--- config.mk ---
export PLATFORM = sky130hd
export DESIGN_NAME = register_status_tag_table_unit
export DESIGN_NICKNAME = d
export VERILOG_FILES = /design/src/rtl/rstt_pkg.sv /design/src/rtl/register_status_tag_table_unit.sv
export SDC_FILE = /design/constraint.sdc
export NUM_CORES = 1
export LEC_CHECK = 0
export ABC_AREA = 1
export BUFFER_PORTS_ARGS = -buffer_cell sky130_fd_sc_hd__buf_2
export CAP_MARGIN = 10
export CORE_ASPECT_RATIO = 1.25
export CORE_MARGIN = 5
export CORE_UTILIZATION = 51
export CTS_CLUSTER_DIAMETER = 80
export DETAILED_ROUTE_END_ITERATION = 8
export GPL_TIMING_DRIVEN = 0
export PLACE_DENSITY = 0.64
export SLEW_MARGIN = 20
export SYNTH_ARGS = -nofsm -noshare
export SYNTH_HDL_FRONTEND = slang
export SYNTH_SLANG_ARGS = --single-unit
--- constraint.sdc ---
create_clock -name i_clk -period 2.9 [get_ports i_clk]
set_input_delay 0.435 -clock i_clk [delete_from_list [all_inputs] [get_ports i_clk]]
set_output_delay 0.435 -clock i_clk [all_outputs]
set_load 0.005 [all_outputs]
--- src/rtl/rstt_pkg.sv ---
// ----------------------------------------------------------------------------
// rstt_pkg
// Shared types and constants for the register status tag table.
// ----------------------------------------------------------------------------
`timescale 1ns / 1ps
`default_nettype none

package rstt_pkg;

    // field widths of one transaction
    localparam int IDX_W = 6;
    localparam int TAG_W = 6;

    // command codes
    typedef enum logic [1:0] {
        CMD_QUERY   = 2'd0,
        CMD_ALLOC   = 2'd1,
        CMD_RELEASE = 2'd2,
        CMD_FLUSH   = 2'd3
    } t_cmd;

endpackage

`default_nettype wire

--- src/rtl/register_status_tag_table_unit.sv ---
// Throughput: one transaction per cycle while the output is not stalled;
// the table is a single registered read stage followed by the result
// register, and stall backs up through both.
// Reset: synchronous, active low; clears the busy and tag-valid bits of both
// tables at once, so tags read as zero until written. No clearing pass.
// ----------------------------------------------------------------------------
// register_status_tag_table_unit
// Busy bit and reorder-buffer tag per architectural register, one table for
// integer and one for floating-point registers: query, allocate, release on
// tag match and flush.
// ----------------------------------------------------------------------------
`timescale 1ns / 1ps
`default_nettype none

module register_status_tag_table_unit
    import rstt_pkg::*;
#(
    parameter int INT_REG_COUNT = 32,
    parameter int FP_REG_COUNT  = 32
) (
    input  wire logic             i_clk,
    input  wire logic             i_rst_n,
    // command channel
    input  wire logic             i_in_valid,
    output logic                  o_in_stall,
    input  wire logic [1:0]       i_command,
    input  wire logic             i_integer_file,
    input  wire logic [IDX_W-1:0] i_reg_index,
    input  wire logic [TAG_W-1:0] i_rob_tag,
    // result channel
    output logic                  o_out_valid,
    input  wire logic             i_out_stall,
    output logic                  o_busy_res,
    output logic [TAG_W-1:0]      o_tag_out,
    output logic                  o_index_error
);

    localparam int INT_AW = $clog2(INT_REG_COUNT);
    localparam int FP_AW  = $clog2(FP_REG_COUNT);

    // table storage
    logic [TAG_W-1:0]         r_int_tag_mem [INT_REG_COUNT];
    logic [TAG_W-1:0]         r_fp_tag_mem  [FP_REG_COUNT];
    logic [INT_REG_COUNT-1:0] r_int_busy, n_int_busy;
    logic [INT_REG_COUNT-1:0] r_int_vld,  n_int_vld;
    logic [FP_REG_COUNT-1:0]  r_fp_busy,  n_fp_busy;
    logic [FP_REG_COUNT-1:0]  r_fp_vld,   n_fp_vld;

    // read stage
    logic             r_s1_valid;
    t_cmd             r_s1_cmd;
    logic             r_s1_int;
    logic [IDX_W-1:0] r_s1_idx;
    logic [TAG_W-1:0] r_s1_tag;
    logic             r_s1_err;
    logic [TAG_W-1:0] r_s1_mem_tag;

    logic             in_acc;
    logic             s1_move;
    logic             in_err;
    t_cmd             in_cmd;
    logic [INT_AW-1:0] in_int_addr;
    logic [FP_AW-1:0]  in_fp_addr;
    logic [INT_AW-1:0] s1_int_addr;
    logic [FP_AW-1:0]  s1_fp_addr;
    logic             s1_busy;
    logic             s1_vld;
    logic [TAG_W-1:0] s1_tag;
    logic             s1_rel_hit;
    logic             n_busy_res;
    logic [TAG_W-1:0] n_tag_out;

    // handshake
    assign s1_move    = r_s1_valid && (!o_out_valid || !i_out_stall);
    assign o_in_stall = r_s1_valid && !s1_move;
    assign in_acc     = i_in_valid && !o_in_stall;

    // input decode and range check against the selected table
    assign in_cmd      = t_cmd'(i_command);
    assign in_int_addr = i_reg_index[INT_AW-1:0];
    assign in_fp_addr  = i_reg_index[FP_AW-1:0];

    always_comb begin
        if (in_cmd == CMD_FLUSH) begin
            in_err = 1'b0;
        end else if (i_integer_file) begin
            in_err = ({1'b0, i_reg_index} >= (IDX_W+1)'(INT_REG_COUNT));
        end else begin
            in_err = ({1'b0, i_reg_index} >= (IDX_W+1)'(FP_REG_COUNT));
        end
    end

    // tag memories: write on allocate, registered read on every transaction
    always_ff @(posedge i_clk) begin
        if (in_acc && in_cmd == CMD_ALLOC && !in_err && i_integer_file) begin
            r_int_tag_mem[in_int_addr] <= i_rob_tag;
        end
        if (in_acc && in_cmd == CMD_ALLOC && !in_err && !i_integer_file) begin
            r_fp_tag_mem[in_fp_addr] <= i_rob_tag;
        end
        if (in_acc) begin
            if (i_integer_file) begin
                r_s1_mem_tag <= r_int_tag_mem[in_int_addr];
            end else begin
                r_s1_mem_tag <= r_fp_tag_mem[in_fp_addr];
            end
        end
    end

    // read stage payload
    always_ff @(posedge i_clk) begin
        if (in_acc) begin
            r_s1_cmd <= in_cmd;
            r_s1_int <= i_integer_file;
            r_s1_idx <= i_reg_index;
            r_s1_tag <= i_rob_tag;
            r_s1_err <= in_err;
        end
    end

    always_ff @(posedge i_clk) begin
        if (!i_rst_n) begin
            r_s1_valid <= 1'b0;
        end else if (in_acc) begin
            r_s1_valid <= 1'b1;
        end else if (s1_move) begin
            r_s1_valid <= 1'b0;
        end
    end

    // entry lookup for the transaction in the read stage
    assign s1_int_addr = r_s1_idx[INT_AW-1:0];
    assign s1_fp_addr  = r_s1_idx[FP_AW-1:0];

    always_comb begin
        if (r_s1_int) begin
            s1_busy = r_int_busy[s1_int_addr];
            s1_vld  = r_int_vld[s1_int_addr];
        end else begin
            s1_busy = r_fp_busy[s1_fp_addr];
            s1_vld  = r_fp_vld[s1_fp_addr];
        end
        s1_tag     = s1_vld ? r_s1_mem_tag : '0;
        s1_rel_hit = s1_move && (r_s1_cmd == CMD_RELEASE) && !r_s1_err
                     && (s1_tag == r_s1_tag);
    end

    // result of the read stage; integer register zero never reads busy
    always_comb begin
        n_busy_res = 1'b0;
        n_tag_out  = '0;
        if (r_s1_cmd == CMD_QUERY && !r_s1_err) begin
            n_busy_res = s1_busy && !(r_s1_int && r_s1_idx == '0);
            n_tag_out  = s1_tag;
        end
    end

    // busy and tag-valid bits: release from the read stage first, then the
    // newly accepted transaction, which is later in order and wins
    always_comb begin
        n_int_busy = r_int_busy;
        n_int_vld  = r_int_vld;
        n_fp_busy  = r_fp_busy;
        n_fp_vld   = r_fp_vld;
        if (s1_rel_hit && r_s1_int) begin
            n_int_busy[s1_int_addr] = 1'b0;
        end
        if (s1_rel_hit && !r_s1_int) begin
            n_fp_busy[s1_fp_addr] = 1'b0;
        end
        if (in_acc) begin
            case (in_cmd)
                CMD_FLUSH: begin
                    n_int_busy = '0;
                    n_int_vld  = '0;
                    n_fp_busy  = '0;
                    n_fp_vld   = '0;
                end
                CMD_ALLOC: begin
                    if (!in_err && i_integer_file) begin
                        n_int_busy[in_int_addr] = 1'b1;
                        n_int_vld[in_int_addr]  = 1'b1;
                    end
                    if (!in_err && !i_integer_file) begin
                        n_fp_busy[in_fp_addr] = 1'b1;
                        n_fp_vld[in_fp_addr]  = 1'b1;
                    end
                end
                default: begin
                end
            endcase
        end
    end

    always_ff @(posedge i_clk) begin
        if (!i_rst_n) begin
            r_int_busy <= '0;
            r_int_vld  <= '0;
            r_fp_busy  <= '0;
            r_fp_vld   <= '0;
        end else begin
            r_int_busy <= n_int_busy;
            r_int_vld  <= n_int_vld;
            r_fp_busy  <= n_fp_busy;
            r_fp_vld   <= n_fp_vld;
        end
    end

    // result register
    always_ff @(posedge i_clk) begin
        if (!i_rst_n) begin
            o_out_valid <= 1'b0;
        end else if (s1_move) begin
            o_out_valid <= 1'b1;
        end else if (!i_out_stall) begin
            o_out_valid <= 1'b0;
        end
    end

    always_ff @(posedge i_clk) begin
        if (s1_move) begin
            o_busy_res    <= n_busy_res;
            o_tag_out     <= n_tag_out;
            o_index_error <= r_s1_err;
        end
    end

endmodule

`default_nettype wire
==> impl_metrics.ini <==
[outcome]
outcome = finished with violations
violations = negative setup slack

[drt]
dr.first_iter.drc_count = 1900
drc = 0
routedWlPerCell_microns = 25.6
drtPass1Iterations = 6
wirelength_microns = 70100
vias = 16700
viasPerCell = 6.11
ant_nets = 0

[floorplan]
coreArea_sq_um = 42800
die_area_sq_um = 47200
rows = 85
start_util_pct = 51.2
dieHeight_microns = 242
io_pins = 29
die_w_microns = 195

[critical_path]
r2r_slack_ps = -130
critical-path-top-delay-family = buffers and inverters
crit_arrival_ps = 3370
crit_path_start_kind = input pin
r2r_cells = 20
critPathBufInv = 6
r2r_end = r_int_busy[7]$_SDFF_PN0_
path_max_fanout = 10
critical_path_class = input pin to register
cp_slowest_cell = a21oi_1
crit_chain = buf_2 -> inv_1 -> nand2_2 -> clkinv_1 -> clkbuf_1 -> clkbuf_1 -> a22oi_1 -> nand2_1 -> a21oi_1 -> nand3_1 -> o31ai_1 -> inv_1
end_kind = register
cp.required_ps = 3240
rr_startpoint = r_s1_idx[1]$_DFFE_PP_
slowest_delay_ps = 490

[place]
dpl.hpwl_microns = 47000
gp_congestion = 0.971
dp_slack_ps = -1430
dp_cells = 2599
portBuffers = 28
placedInstanceArea_sq_um = 22800

[clock_tree]
cts.clk_slew.worst_paths_ps = 60
cts_tree = done
clock-root-buffer = clkbuf_16
clock_latency_ps = 610
postCtsHoldBufs = 0
cts_buffers = 52
clockBufferDepth = 3
h-tree-depth = 2
cts_sinks = 544

[synthesis]
synth_edf_count = 414
synth_commonest_cells = nand2_1, edfxtp_1, a21oi_1
syn-instance-count = 2006
yosys_warnings = 0
ys_seq_area_share_pct = 68.6
synth_top_area_share_pct = 56.7
synth_area_sq_um = 21900
syn_avg_cell_area_sq_um = 10.9
yosys_register_bits = 544
syn-num-nets = 2025
synthArstFlopShare_pct = 0
synth.area.top_cells = edfxtp_1, dfxtp_1, nand2_1, a22oi_1, a21oi_1
synth.most_common_cell = nand2_1
synth_cell_types = 32
synthFlopType = edfxtp_1
yosysTopAreaCell = edfxtp_1

[timing]
hold_viol_final = 0
slew-limit-headroom_pct = 34.1
rsz0062_at_grt = true
clock.fmax_ghz = 0.330
setup_viol = 102
clock_skew_ps = 37.3
period_needed_ps = 3030
layout_setup_ws_ps = -129
fin_crit_sh_pct = 104
tightest_slew_ps = 984
drv_slew = 0
final.setup.tns_ps = -7360

[pwr]
p_per_area_nw_per_um2 = 621
finalPower_uw = 16200
p_leak_uw = 0.00821
ir_worst_vdd_uv = 525

[worst_hold_path]
hp-start = i_reg_index[5]
worst_hold_path.endpoint = r_s1_idx[5]$_DFFE_PP_
whs_path_depth = 1
hp-class = input pin to register

[grt]
track_usage_pct = 28.0
grt_overflow = 0
grt_first_pass_wirelength_microns = 99100
grt_pass1_vias = 15800
grt_max_degree = 66
antenna_found_initial = 1

[layout]
nNetsFinal = 2144
fin_area_sq_um = 26100
drive_gt1_share_pct = 18.5
antenna_cells = 0
final_cells = 2733
nFillCells = 3490
areaGrowthSynthToFinish_pct = 19.3

[job]
cap_violations = 0
## placed cells by master, fill, tap and decap left out, types with 23 or more instances in the layout
cell       instances
nor2_2            54
buf_4             29
inv_1            140
a21oi_1          188
nor2_1           103
nand3_2           56
clkbuf_16         63
nand3_1           37
nand2_1          409
buf_2             24
nand2_2           30
dfxtp_1          130
a21oi_2           23
edfxtp_1         414
a22oi_1          176
clkbuf_1          76
## worst max-delay path by stage
stage                     startpoint  depth (start not counted)                       endpoint
2_1_floorplan         i_reg_index[0]                          8   r_fp_tag_mem[9][0]$_DFFE_PP_
5_1_grt        r_s1_idx[0]$_DFFE_PP_                         21      r_int_busy[29]$_SDFF_PN0_
3_5_place_dp          i_reg_index[0]                          8  r_int_tag_mem[8][1]$_DFFE_PP_
3_3_place_gp          i_reg_index[0]                          8  r_int_tag_mem[8][1]$_DFFE_PP_
4_1_cts        r_s1_idx[0]$_DFFE_PP_                         19       r_fp_busy[12]$_SDFF_PN0_
6_report              i_reg_index[0]                         12      r_s1_mem_tag[3]$_DFFE_PP_
## repair_timing
item,CTS,global route
resized for setup,103,244
setup endpoints to repair,466,254
pin swaps,3,78
cloned,0,13
endpoints found under the hold margin,0,0
buffers inserted,12,13
## per-stage QoR
stage          hold WS [ps]  utilization, %
4_1_cts                19.7            58.2
2_1_floorplan           430               -
3_3_place_gp            436            53.2
5_1_grt                21.0            61.2
3_5_place_dp            441            53.3
6_report               45.1            61.2
## final cells by class
| class | instances | area (sq um) | area share (%) |
|---|---|---|---|
| Clock inverter | 36 | 344 | 1.32 |
| Multi-Input combinational cell | 1201 | 6810 | 26.1 |
| Sequential cell | 544 | 15000 | 57.5 |
| Timing Repair Buffer | 66 | 647 | 2.47 |
| Tap cell | 565 | 707 | 2.70 |
| Inverter | 147 | 564 | 2.16 |
| Clock buffer | 61 | 1360 | 5.19 |
| Buffer | 113 | 681 | 2.60 |
## sequential cells by signal, indices dropped and copies added, names as in the netlist
signal         count
r_fp_vld          32
o_busy_res         1
r_s1_idx           6
o_tag_out          6
r_s1_mem_tag       6
o_out_valid        1
r_fp_tag_mem     192
r_s1_int           1
r_int_vld         32
r_s1_tag           6
r_int_tag_mem    192
r_s1_err           1
r_s1_cmd           2
r_s1_valid         1
o_index_error      1
r_int_busy        32
r_fp_busy         32
## report_power, final
part | total, uW | internal, uW | leakage (uW) | switching [uW]
combinational | 1010 | 240 | 0.00261 | 767
sequential | 8440 | 8410 | 0.00479 | 27.6
clock | 6780 | 3810 | 0.000816 | 2970
## cell families after synthesis
group	count (synthesis)	synth area share [%]
flops	544	68.6
buf+inv	261	4.72
compound gates	441	12.5
simple gates	760	14.2
## metal layers
metal | global-route usage [%] | share of wire, % | vias up
met3 | 5.12 | 8.1 | 265
met2 | 46.8 | 49 | 966
met4 | 17.4 | 7.8 | 0
li1 | - | - | 7350
met5 | 0 | 0 | -
met1 | 33.5 | 35 | 8128
## worst register-to-register path, cell delays in order, from the launching register on
cell	delay, ps
edfxtp_1	510
inv_4	120
buf_8	160
buf_4	130
nand2_1	60
nand2_1	80
nand2_1	80
nand2_1	80
nor2_2	170
nand3_4	130
buf_6	160
nand4_1	90
nand2_1	70
nor2_1	90
nand2_1	90
nor2_4	250
clkbuf_16	220
clkbuf_16	150
nand3_2	60
nand2_1	110
a21oi_1	60
Power figures use the tool's default switching activity.
